$ cat config.mk
export PLATFORM = sky130hd
export DESIGN_NAME = string_fold_xor_hash_flat
export DESIGN_NICKNAME = d
export VERILOG_FILES = /design/src/hdl/sfxh_pkg.sv /design/src/hdl/sfxh_in_if.sv /design/src/hdl/sfxh_out_if.sv /design/src/hdl/string_fold_xor_hash.sv /design/src/hdl/sfxh_fold.sv /design/src/hdl/sfxh_queue.sv /design/src/hdl/sfxh_mod.sv /design/src/flat_wrapper.sv
export SDC_FILE = /design/constraint.sdc
export NUM_CORES = 1
export LEC_CHECK = 0
export ABC_AREA = 1
export BUFFER_PORTS_ARGS = -buffer_cell sky130_fd_sc_hd__buf_2
export CORE_AREA = 2 2 182 184
export DETAILED_ROUTE_END_ITERATION = 7
export DIE_AREA = 0 0 184 186
export HOLD_SLACK_MARGIN = 0.1
export PLACE_DENSITY = 0.54
export SYNTH_ARGS = -nofsm -noshare
export SYNTH_HDL_FRONTEND = slang
export SYNTH_HIERARCHICAL = 1
export SYNTH_SLANG_ARGS = --single-unit
$ cat constraint.sdc
create_clock -name clk_i -period 9 [get_ports clk_i]
set_input_delay 1.35 -clock clk_i [delete_from_list [all_inputs] [get_ports clk_i]]
set_output_delay 1.35 -clock clk_i [all_outputs]
set_load 0.01 [all_outputs]
$ cat src/hdl/sfxh_pkg.sv
`timescale 1ns / 1ps

package sfxh_pkg;

  // Key folding constants.
  localparam int unsigned MAX_KEY_BYTES = 256;
  localparam int unsigned TAKEN_W       = $clog2(MAX_KEY_BYTES + 1);
  localparam int unsigned BYTE_W        = 8;
  localparam int unsigned HASH_W        = 16;
  localparam logic [HASH_W-1:0] HASH_SEED        = 16'h5AB6;
  localparam logic [HASH_W-1:0] TABLE_SIZE_RESET = 16'd8191;

  // Queue between the folding front end and the modulo back end.
  localparam int unsigned QDEPTH = 2;
  localparam int unsigned QPTR_W = $clog2(QDEPTH);
  localparam int unsigned QCNT_W = $clog2(QDEPTH + 1);

  // Modulo unit: one quotient bit per cycle.
  localparam int unsigned DIV_CNT_W = $clog2(HASH_W);

  // Queue status seen by both sides.
  typedef struct packed {
    logic full;
    logic empty;
  } q_status_t;

endpackage

$ cat src/hdl/sfxh_in_if.sv
`timescale 1ns / 1ps

interface sfxh_in_if;
  logic       valid;
  logic       ready;
  logic [7:0] key_byte;
  logic       last_byte;

  modport source (output valid, output key_byte, output last_byte, input ready);
  modport sink (input valid, input key_byte, input last_byte, output ready);
endinterface

$ cat src/hdl/sfxh_out_if.sv
`timescale 1ns / 1ps

interface sfxh_out_if;
  logic        valid;
  logic        ready;
  logic [15:0] raw_hash;
  logic [15:0] bucket_index;

  modport source (output valid, output raw_hash, output bucket_index, input ready);
  modport sink (input valid, input raw_hash, input bucket_index, output ready);
endinterface

$ cat src/hdl/string_fold_xor_hash.sv
`timescale 1ns / 1ps

// Folding XOR hash of byte keys with a bucket index.
// Key bytes arrive on key_i (valid/ready), one transfer per byte, with
// last_byte set on the final byte of each key. A byte is taken whenever
// key_i is ready, which it is while the queue is not full.
// On the last byte the finished hash enters a two-entry queue. The modulo
// unit behind it takes one quotient bit per cycle and works on one hash at a
// time: queue entry, divider registers, then the output register.
// Keys of 18 bytes or more stream without input stalls while hash_o is not
// stalled; shorter keys are throttled by the modulo unit once the queue fills.
// hash_o carries raw_hash and bucket_index (raw_hash modulo table_size, or
// zero for a table size of zero) in a registered transfer. While the receiver
// stalls, the result holds, the next key keeps folding and the queue absorbs
// up to two more results before key_i deasserts ready.
// cfg_we_i writes table_size; write it only while no key is in flight.
// Reset clears all key state, empties the queue and sets table_size to 8191.

module string_fold_xor_hash
  import sfxh_pkg::*;
(
  input  logic              clk_i,
  input  logic              rst_ni,
  sfxh_in_if.sink           key_i,
  sfxh_out_if.source        hash_o,
  input  logic              cfg_we_i,
  input  logic [HASH_W-1:0] cfg_data_i
);

  logic [HASH_W-1:0] table_size_q;
  q_status_t         q_status;
  logic              push;
  logic [HASH_W-1:0] push_hash;
  logic              pop;
  logic [HASH_W-1:0] q_hash;

  // Table size register.
  always_ff @(posedge clk_i or negedge rst_ni) begin
    if (!rst_ni) begin
      table_size_q <= TABLE_SIZE_RESET;
    end else if (cfg_we_i) begin
      table_size_q <= cfg_data_i;
    end
  end

  // Front end: folds bytes into the running hash.
  sfxh_fold u_fold (
    .clk_i       (clk_i),
    .rst_ni      (rst_ni),
    .valid_i     (key_i.valid),
    .ready_o     (key_i.ready),
    .key_byte_i  (key_i.key_byte),
    .last_byte_i (key_i.last_byte),
    .q_status_i  (q_status),
    .push_o      (push),
    .push_hash_o (push_hash)
  );

  // Queue of finished hashes.
  sfxh_queue u_queue (
    .clk_i       (clk_i),
    .rst_ni      (rst_ni),
    .push_i      (push),
    .push_hash_i (push_hash),
    .pop_i       (pop),
    .pop_hash_o  (q_hash),
    .status_o    (q_status)
  );

  // Back end: modulo and output register.
  sfxh_mod u_mod (
    .clk_i          (clk_i),
    .rst_ni         (rst_ni),
    .table_size_i   (table_size_q),
    .q_status_i     (q_status),
    .q_hash_i       (q_hash),
    .pop_o          (pop),
    .valid_o        (hash_o.valid),
    .ready_i        (hash_o.ready),
    .raw_hash_o     (hash_o.raw_hash),
    .bucket_index_o (hash_o.bucket_index)
  );

endmodule

$ cat src/hdl/sfxh_fold.sv
`timescale 1ns / 1ps

module sfxh_fold
  import sfxh_pkg::*;
(
  input  logic              clk_i,
  input  logic              rst_ni,
  input  logic              valid_i,
  output logic              ready_o,
  input  logic [BYTE_W-1:0] key_byte_i,
  input  logic              last_byte_i,
  input  q_status_t         q_status_i,
  output logic              push_o,
  output logic [HASH_W-1:0] push_hash_o
);

  logic [HASH_W-1:0]  hash_q, hash_d;
  logic [BYTE_W-1:0]  pend_q, pend_d;
  logic               have_q, have_d;
  logic               shift_q, shift_d;
  logic [TAKEN_W-1:0] taken_q, taken_d;
  logic               accept;
  logic [HASH_W-1:0]  word;

  // A byte is taken whenever the queue has room for a possible result.
  assign ready_o = !q_status_i.full;
  assign accept  = valid_i && ready_o;

  // Fold one byte into the key state.
  always_comb begin
    hash_d  = hash_q;
    pend_d  = pend_q;
    have_d  = have_q;
    shift_d = shift_q;
    taken_d = taken_q;
    word    = {key_byte_i, pend_q};
    if (shift_q) begin
      word = {word[HASH_W-2:0], 1'b0};
    end
    if (accept && (taken_q < TAKEN_W'(MAX_KEY_BYTES))) begin
      taken_d = taken_q + TAKEN_W'(1);
      if (have_q) begin
        hash_d  = hash_q ^ word;
        shift_d = !shift_q;
        have_d  = 1'b0;
        pend_d  = '0;
      end else begin
        pend_d = key_byte_i;
        have_d = 1'b1;
      end
    end
  end

  // The last byte closes the key: a left-over byte is doubled and folded in.
  assign push_o      = accept && last_byte_i;
  assign push_hash_o = have_d ? (hash_d ^ {pend_d, pend_d}) : hash_d;

  always_ff @(posedge clk_i or negedge rst_ni) begin
    if (!rst_ni) begin
      hash_q  <= HASH_SEED;
      pend_q  <= '0;
      have_q  <= 1'b0;
      shift_q <= 1'b0;
      taken_q <= '0;
    end else if (push_o) begin
      hash_q  <= HASH_SEED;
      pend_q  <= '0;
      have_q  <= 1'b0;
      shift_q <= 1'b0;
      taken_q <= '0;
    end else begin
      hash_q  <= hash_d;
      pend_q  <= pend_d;
      have_q  <= have_d;
      shift_q <= shift_d;
      taken_q <= taken_d;
    end
  end

endmodule

$ cat src/hdl/sfxh_queue.sv
`timescale 1ns / 1ps

module sfxh_queue
  import sfxh_pkg::*;
(
  input  logic              clk_i,
  input  logic              rst_ni,
  input  logic              push_i,
  input  logic [HASH_W-1:0] push_hash_i,
  input  logic              pop_i,
  output logic [HASH_W-1:0] pop_hash_o,
  output q_status_t         status_o
);

  logic [HASH_W-1:0] entry_q [QDEPTH];
  logic [QPTR_W-1:0] wr_ptr_q, rd_ptr_q;
  logic [QCNT_W-1:0] count_q;
  logic              do_push, do_pop;

  assign status_o.full  = (count_q == QCNT_W'(QDEPTH));
  assign status_o.empty = (count_q == '0);
  assign do_push        = push_i && !status_o.full;
  assign do_pop         = pop_i && !status_o.empty;
  assign pop_hash_o     = entry_q[rd_ptr_q];

  // Payload storage.
  always_ff @(posedge clk_i) begin
    if (do_push) begin
      entry_q[wr_ptr_q] <= push_hash_i;
    end
  end

  // Pointers and fill count.
  always_ff @(posedge clk_i or negedge rst_ni) begin
    if (!rst_ni) begin
      wr_ptr_q <= '0;
      rd_ptr_q <= '0;
      count_q  <= '0;
    end else begin
      if (do_push) begin
        wr_ptr_q <= (wr_ptr_q == QPTR_W'(QDEPTH - 1)) ? '0 : wr_ptr_q + QPTR_W'(1);
      end
      if (do_pop) begin
        rd_ptr_q <= (rd_ptr_q == QPTR_W'(QDEPTH - 1)) ? '0 : rd_ptr_q + QPTR_W'(1);
      end
      if (do_push && !do_pop) begin
        count_q <= count_q + QCNT_W'(1);
      end else if (do_pop && !do_push) begin
        count_q <= count_q - QCNT_W'(1);
      end
    end
  end

endmodule

$ cat src/hdl/sfxh_mod.sv
`timescale 1ns / 1ps

module sfxh_mod
  import sfxh_pkg::*;
(
  input  logic              clk_i,
  input  logic              rst_ni,
  input  logic [HASH_W-1:0] table_size_i,
  input  q_status_t         q_status_i,
  input  logic [HASH_W-1:0] q_hash_i,
  output logic              pop_o,
  output logic              valid_o,
  input  logic              ready_i,
  output logic [HASH_W-1:0] raw_hash_o,
  output logic [HASH_W-1:0] bucket_index_o
);

  localparam logic [1:0] ST_IDLE = 2'd0;
  localparam logic [1:0] ST_DIV  = 2'd1;
  localparam logic [1:0] ST_HOLD = 2'd2;

  logic [1:0]           state_q, state_d;
  logic [DIV_CNT_W-1:0] cnt_q, cnt_d;
  logic [HASH_W-1:0]    hash_q, hash_d;
  logic [HASH_W-1:0]    dvd_q, dvd_d;
  logic [HASH_W-1:0]    dvs_q, dvs_d;
  logic [HASH_W-1:0]    rem_q, rem_d;
  logic                 out_valid_q, out_valid_d;
  logic [HASH_W-1:0]    out_hash_q, out_hash_d;
  logic [HASH_W-1:0]    out_bucket_q, out_bucket_d;
  logic [HASH_W:0]      trial;
  logic [HASH_W-1:0]    rem_step;
  logic                 out_free;

  assign valid_o        = out_valid_q;
  assign raw_hash_o     = out_hash_q;
  assign bucket_index_o = out_bucket_q;
  assign out_free       = !out_valid_q || ready_i;

  // One restoring step: shift in the next dividend bit, subtract if it fits.
  // A zero divisor leaves the dividend in the remainder, so the output stage
  // replaces it by zero.
  always_comb begin
    trial    = {rem_q, dvd_q[HASH_W-1]};
    rem_step = (trial >= {1'b0, dvs_q}) ? HASH_W'(trial - {1'b0, dvs_q}) : trial[HASH_W-1:0];
  end

  // Sequencer for the modulo and the output register.
  always_comb begin
    state_d      = state_q;
    cnt_d        = cnt_q;
    hash_d       = hash_q;
    dvd_d        = dvd_q;
    dvs_d        = dvs_q;
    rem_d        = rem_q;
    out_hash_d   = out_hash_q;
    out_bucket_d = out_bucket_q;
    out_valid_d  = out_valid_q && !ready_i;
    pop_o        = 1'b0;
    case (state_q)
      ST_IDLE: begin
        if (!q_status_i.empty) begin
          pop_o   = 1'b1;
          hash_d  = q_hash_i;
          dvd_d   = q_hash_i;
          dvs_d   = table_size_i;
          rem_d   = '0;
          cnt_d   = DIV_CNT_W'(HASH_W - 1);
          state_d = ST_DIV;
        end
      end
      ST_DIV: begin
        rem_d = rem_step;
        dvd_d = {dvd_q[HASH_W-2:0], 1'b0};
        cnt_d = cnt_q - DIV_CNT_W'(1);
        if (cnt_q == '0) begin
          state_d = ST_HOLD;
        end
      end
      ST_HOLD: begin
        if (out_free) begin
          out_valid_d  = 1'b1;
          out_hash_d   = hash_q;
          out_bucket_d = (dvs_q == '0) ? '0 : rem_q;
          state_d      = ST_IDLE;
        end
      end
      default: begin
        state_d = ST_IDLE;
      end
    endcase
  end

  // Payload registers.
  always_ff @(posedge clk_i) begin
    cnt_q        <= cnt_d;
    hash_q       <= hash_d;
    dvd_q        <= dvd_d;
    dvs_q        <= dvs_d;
    rem_q        <= rem_d;
    out_hash_q   <= out_hash_d;
    out_bucket_q <= out_bucket_d;
  end

  // Control registers.
  always_ff @(posedge clk_i or negedge rst_ni) begin
    if (!rst_ni) begin
      state_q     <= ST_IDLE;
      out_valid_q <= 1'b0;
    end else begin
      state_q     <= state_d;
      out_valid_q <= out_valid_d;
    end
  end

endmodule
$ cat src/flat_wrapper.sv
// flat-port wrapper written by rule: the top's interface ports become plain ports
module string_fold_xor_hash_flat import sfxh_pkg::*;
  (clk_i, rst_ni, cfg_we_i, cfg_data_i, key_i_valid, key_i_key_byte, key_i_last_byte, key_i_ready, hash_o_valid, hash_o_raw_hash, hash_o_bucket_index, hash_o_ready);
  sfxh_in_if key_i_i ();
  sfxh_out_if hash_o_i ();
  input  logic clk_i;
  input  logic rst_ni;
  input  logic cfg_we_i;
  input  logic [HASH_W-1:0] cfg_data_i;
  input wire logic [$bits(key_i_i.valid)-1:0] key_i_valid;
  input wire logic [$bits(key_i_i.key_byte)-1:0] key_i_key_byte;
  input wire logic [$bits(key_i_i.last_byte)-1:0] key_i_last_byte;
  output wire logic [$bits(key_i_i.ready)-1:0] key_i_ready;
  output wire logic [$bits(hash_o_i.valid)-1:0] hash_o_valid;
  output wire logic [$bits(hash_o_i.raw_hash)-1:0] hash_o_raw_hash;
  output wire logic [$bits(hash_o_i.bucket_index)-1:0] hash_o_bucket_index;
  input wire logic [$bits(hash_o_i.ready)-1:0] hash_o_ready;
  assign key_i_i.valid = key_i_valid;
  assign key_i_i.key_byte = key_i_key_byte;
  assign key_i_i.last_byte = key_i_last_byte;
  assign key_i_ready = key_i_i.ready;
  assign hash_o_valid = hash_o_i.valid;
  assign hash_o_raw_hash = hash_o_i.raw_hash;
  assign hash_o_bucket_index = hash_o_i.bucket_index;
  assign hash_o_i.ready = hash_o_ready;
  string_fold_xor_hash u_core (.clk_i(clk_i), .rst_ni(rst_ni), .key_i(key_i_i), .hash_o(hash_o_i), .cfg_we_i(cfg_we_i), .cfg_data_i(cfg_data_i));
endmodule
---- Yosys cells after proc, flatten, opt, wreduce, memory -nomap -nowiden ----
Memory sizes are Yosys's and may differ from the RTL's.
Index checks and enable logic that the tools add are counted.
word-level totals
  flip-flop bits (word level) ............. 158
  bits in latches ......................... 0
  bits in writable memories ............... 32
  ROM bits ................................ 0
  bits of input ports ..................... 30
  output and inout port bits .............. 34
  word-level logic and storage cells ...... 103
  memories kept ........................... 1
memory list
  memory                  depth  width  rd ports  clocked after Yosys merged registers in  write ports  RTL line          RTL
  u_core.u_queue.entry_q  2      16     1         0                                        1            sfxh_queue.sv:15  logic [HASH_W-1:0] entry_q [QDEPTH];
cells by class
  add/sub/neg operators ................... 7
  multiply operators ...................... 0
  div/mod/pow operators ................... 0
  order comparisons ....................... 2
  eq/ne operators ......................... 6
  shift operators ......................... 0
  multiplexer cells ....................... 37
  bitwise gates (word level) .............. 3
  reductions and logical operators ........ 29
operator list
  cell                                                                count
  16-bit 2-to-1 mux                                                   8
  16-bit case mux with 2 select lines                                 2
  16-bit bitwise XOR                                                  2
  8-bit 2-to-1 mux                                                    3
  9-bit 2-to-1 mux                                                    2
  17-bit by 16-bit greater-or-equal comparator with 1-bit output      1
  16-bit logical NOT                                                  1
  16-bit subtractor                                                   1
  1-bit 2-to-1 mux                                                    14
  2-bit 2-to-1 mux                                                    5
  9-bit by 1-bit adder with 9-bit output, second input constant       1
  9-bit less-than comparator, second input constant                   1
  1-bit logical AND                                                   8
  4-bit case mux with 2 select lines                                  1
  2-bit AND reduction                                                 4
  2-bit nonzero test                                                  4
  1-bit logical NOT                                                   7
  2-bit != test, second input constant                                3
  2-bit case mux with 3 select lines                                  1
  2-bit equality test, second input constant                          2
  2-bit logical NOT                                                   2
  4-bit logical NOT                                                   1
  4-bit 2-to-1 mux                                                    1
  4-bit by 1-bit subtractor with 4-bit output, second input constant  1
  7 further kinds                                                     8

---- Longest topological paths before layout ----
  depth in word-level cells ............... 9
  gate-level depth with buffers ........... 15
  gate-level depth less buffers ........... 13

---- Cells and area by module ----
The synthesis kept the hierarchy.
by module, submodules not included
  module                times used  cells each  area each (um^2)  seq. area each (um^2)
  sfxh_mod              1           519         5172.5            3078.0
  sfxh_fold             1           372         2358.5            887.1
  sfxh_queue            1           115         1402.6            1061.0
  string_fold_xor_hash  1           68          660.6             416.6

---- Worst setup path before layout ----
OpenSTA, ideal clock, no wires.
  path type ............................... register to register
  start point ............................. reg u_core.u_queue.count_q[0]
  end point ............................... reg u_core.u_mod.cnt_q[0] (enable)
  library setup time ...................... 0.394 ns
  arrival time ............................ 2.999 ns
  data required time ...................... 8.606 ns
  setup slack ............................. 5.607 ns
  cell stages (with the launch flop) ...... 5
  buffers on the path ..................... 0
  clock period less this slack ............ 3.393 ns
  cells stage by stage .................... dfrtp_1 > nor2_1 > nor2_1 > inv_1 > nand2_1
RTL lines
  element                   RTL line          RTL
  start: declaration        sfxh_queue.sv:17  logic [QCNT_W-1:0] count_q;
  start signal: assignment  sfxh_queue.sv:47  count_q <= count_q + QCNT_W'(1);
  start signal: assignment  sfxh_queue.sv:49  count_q <= count_q - QCNT_W'(1);
  end signal: assignment    sfxh_mod.sv:96    cnt_q <= cnt_d;
  end: declaration          sfxh_mod.sv:23    logic [DIV_CNT_W-1:0] cnt_q, cnt_d;

---- Worst setup path in the final report ----
  start point ............................. in key_i_valid
  end point ............................... mem u_core.u_queue.entry_q[0][6] (enable)
on the way
  word-level cells in the longest chain between the ends .. 5
RTL lines
  element                                 RTL line                    RTL
  start: declaration                      flat_wrapper.sv:10          input wire logic [$bits(key_i_i.valid)-1:0] key_i_valid;
  1-bit logical AND                       sfxh_fold.sv:27             assign accept = valid_i && ready_o;
  1-bit logical AND                       sfxh_fold.sv:55             assign push_o = accept && last_byte_i;
  net u_core.push                         string_fold_xor_hash.sv:32  logic push;
  1-bit logical AND                       sfxh_queue.sv:22            assign do_push = push_i && !status_o.full;
  net u_core.u_queue.do_push              sfxh_queue.sv:18            logic do_push, do_pop;
  1-bit 2-to-1 mux                        sfxh_queue.sv:28            if (do_push) begin
  1-bit 2-to-1 mux (implied by the code)  sfxh_queue.sv:29            entry_q[wr_ptr_q] <= push_hash_i;
  end: declaration                        sfxh_queue.sv:15
The timed path passes the listed nets, and every way through them passes these cells.

==> impl_results.md <==
- Post-synthesis instance area: 9594 sq um
- Residual DRC: 0
- Internal: roughly 2.3 mW
- PortBufs: between 60 and 70
- Crit-path max FO: 19
- Final Cycle Share: between 30% and 40%
- Fin cells: 1,554
- Leak: 5.099 nW
- CTS-repair resized insts: 0
- Peak VDD IR: 0.0001750 V
- Largest net degree at the start of global routing: between 50 and 60
- Mean Syn Cell Area: 8.933 sq um
- RSZ-0062 raised after global routing: no
- Sequential power share: 37.6%
- Starting Density: about 30%
- P per Cell Area: 358.0 nW/um^2
- Std-Cell Core Area: around 32,000 sq um
- ANT cells: 0
- Required time worst endpoint: 9.07 ns
- Die X: 184 um
- Synth warnings: 6
- Row count: 66
- Vias in the first global route: 6,638
- Reg2Reg Setup Slack: 6.27 ns
- Worst Max-Slew Pin Slew: ~0.89 ns
- Seq/Total Area, Yosys: 56.73%
- Most frequent cells in the layout: nand2_1 (412), edfxtp_1 (132), inv_1 (129)
- Worst Hold End: u_core/u_mod/raw_hash_o[13]
- Final core occ: between 30% and 40%
- Clock-pin slew on the worst setup and hold paths: around 0.070 ns
- Share of the synthesized area in the top cell type: 41.31%
- Worst hold start: u_core/u_mod/hash_q[13]
- Detail Route Antenna Nets: 0
- Count of cell types in the netlist: 37
- Via-to-Cell Ratio: roughly 4.4
- Fin Hold WS: approximately 0.4 ns
- Worst Path Arrival: between 3 and 4 ns
- Total iterations of the first detailed-routing run: 5
- Crit. End Element: register
- Root buffer cell: clkbuf_16
- Commonest non-fill, non-tap cell in the layout: nand2_1
- Clock Latency Late Sink: 0.44 ns
- IO Pins: 64
- Sw Share: roughly two fifths
- Synth Instances: 1,074
- DR iter-0 viols: ~360
- Clock power frac: 22.0%
- DIE HEIGHT: 186 um
- First-pass GRT wire length: ~34 mm
- Most used DFF post-synth: edfxtp_1
- Max_cap viols: 0
- Setup total negative slack: 0 ns
- Worst reg2reg path depth: 8
- Postcts setup bufs: 0
- Count of state elements after synthesis: 190
- Post-synth EDFFs: 132
- Post-DP HPWL: 14.56 mm
- Highest Clock Rate: 0.3157 GHz
- RePlAce Congestion: 0.8422
- Share of cells above drive strength 1: 16.06%
- Min-Delay Path Depth: 0
- Die ar.: 34,220 sq um
- CP Class: input pin to register
- Clk_skew: approximately 0.013 ns
- Fin. Hold Viols: 0
- CTS buffer count: 17
- Total grt overflow: 0
- Footprint of the multi-input gates: 3376 sq um
- Min Tclk post-route: 3.168 ns
- Final setup viols: 0
- Clock Path Buffers: 2
- Initial antenna violation count: 0
- Routed WL: between 20 and 25 mm
- H-tree Lvls: 4
- RR Endpoint: u_core/u_queue/entry_q[0][6]
- Comb pwr share: 40.4%
- CTS tree: yes
- Wire length per cell: 13.22 um
- Hold_buf cts: 0
- Fraction of registers with async set/reset: 30.53%
- Placed cell count: 1,522
- Crit start category: input pin
- Total GRT Usage: 12.69%
- DR vias: around 6,800
- Register area: 5443 sq um
- Clk sinks: 190
- Power after layout: 3.898 mW
- Synth Net Count: 1,124
- Worst slew margin: 40.09%
- Switch Pwr: between 1.5 and 2 mW
- FILL cells: roughly 3,400
- Layout area overhead: 13.50%
- Slew Viols, Final: 0
- Reg2reg start: u_core/u_queue/count_q[0]
- Status: finished clean
- Nets: 1,183
- Area leader, netlist: edfxtp_1
- Top cells by area, synth: edfxtp_1 (41%), nand2_1 (16%), dfrtp_1 (9.4%)
- Min-Delay Path Class: register to register
==> cell type report <==
cell class,instances,area share [%]
clock buffer,17,3.907
inverter,140,4.918
tap,408,4.688
timing repair buffer,69,3.309
multi-input combinational,715,31.00
clock inverter,15,2.195
sequential,190,49.98
==> metrics by stage <==
| stage | worst slack (ns) | instance area, sq um |
|---|---|---|
| 4_1_cts | 5.828 | 10890 |
| 3_5_place_dp | 5.357 | 10220 |
| 2_1_floorplan | 5.607 | 9594 |
| 5_1_grt | 5.678 | 10890 |
| 3_3_place_gp | 5.427 | 10220 |
| 6_report | 5.832 | 10890 |
==> synthesized netlist by cell type (2+ instances only) <==
library cell,count
a21oi_1,15
buf_2,6
o21ai_0,27
inv_2,8
clkbuf_1,4
nand2_4,2
edfxtp_1,132
xnor2_1,4
nand3b_1,2
nor3_2,2
buf_6,10
nand3_1,69
dfrtp_1,36
nand3_2,2
dfstp_2,22
o21ai_1,8
nand2_2,12
nor2_4,15
nor2_1,86
xor2_1,6
ha_1,19
nand4_1,10
inv_1,129
buf_12,2
inv_4,2
nand2_1,412
nor2_2,16
and2_1,2
buf_4,6
==> worst max path at each step <==
stage | startpoint | endpoint | slack, ns | cells past startpoint
final | key_i_valid | u_core/u_queue/entry_q[0][6] | 5.83 | 9
after detailed placement | key_i_valid | u_core/u_queue/entry_q[0][12] | 5.36 | 9
after floorplan | u_core/u_queue/count_q[0] | u_core/u_mod/cnt_q[0] | 5.61 | 4
after CTS | key_i_valid | u_core/u_queue/entry_q[0][4] | 5.83 | 9
after global placement | key_i_valid | u_core/u_queue/entry_q[0][13] | 5.43 | 9
after global routing | key_i_valid | u_core/u_queue/entry_q[0][4] | 5.68 | 9
==> registers in the layout, indices dropped and copies added, names as in the netlist <==
name and cells:
u_core/u_mod/dvs_q 16, u_core/u_mod/hash_q 16, u_core/u_fold/hash_q 16, u_core/u_fold/shift_q 1, u_core/u_fold/have_q 1, u_core/u_queue/rd_ptr_q 1
u_core/u_mod/state_q 2, u_core/u_mod/raw_hash_o 16, u_core/u_fold/taken_q 9, u_core/u_mod/valid_o 1, u_core/u_queue/wr_ptr_q 1, u_core/u_mod/dvd_q 16
u_core/u_queue/count_q 2, u_core/table_size_q 16, u_core/u_mod/cnt_q 4, u_core/u_mod/rem_q 16, u_core/u_mod/bucket_index_o 16, u_core/u_fold/pend_q 8
u_core/u_queue/entry_q 32
==> kinds of logic after synthesis <==
logic type	synth area share, %
xor gates and xnor gates	0.9128
and+or+nand+nor	28.78
AOI/OAI and AO/OA	2.700
buffers and inverters	8.190
DFF	56.73
adders and majority gates	2.687
==> power by group through the flow <==
| stage | logic (mW) | registers [mW] | clock network [mW] |
|---|---|---|---|
| global placement | 1.56 | 1.48 | 0 |
| global route | 1.81 | 1.50 | 0.916 |
| detailed placement | 1.58 | 1.49 | 0 |
| finish | 1.57 | 1.47 | 0.856 |
| CTS | 1.59 | 1.47 | 0.882 |
| floorplan | 1.30 | 1.42 | 0 |
==> worst max-delay path, stage by stage <==
cell and delay (ns):
buf_2 0.12, inv_1 0.06, nor2_1 0.17, nand2_2 0.30, inv_2 0.41, inv_1 0.13, nor2_4 0.13, nand2_1 0.07
inv_1 0.48
==> metal layers <==
metal	vias up	wire length [um]	GRT usage, %
li1	3516	-	-
met1	3144	10380	17.55
met2	112	9265	20.12
met3	14	671	2.485
met4	0	225	3.872
met5	-	0	0
Note: power is estimated with default switching activity, not from simulation.
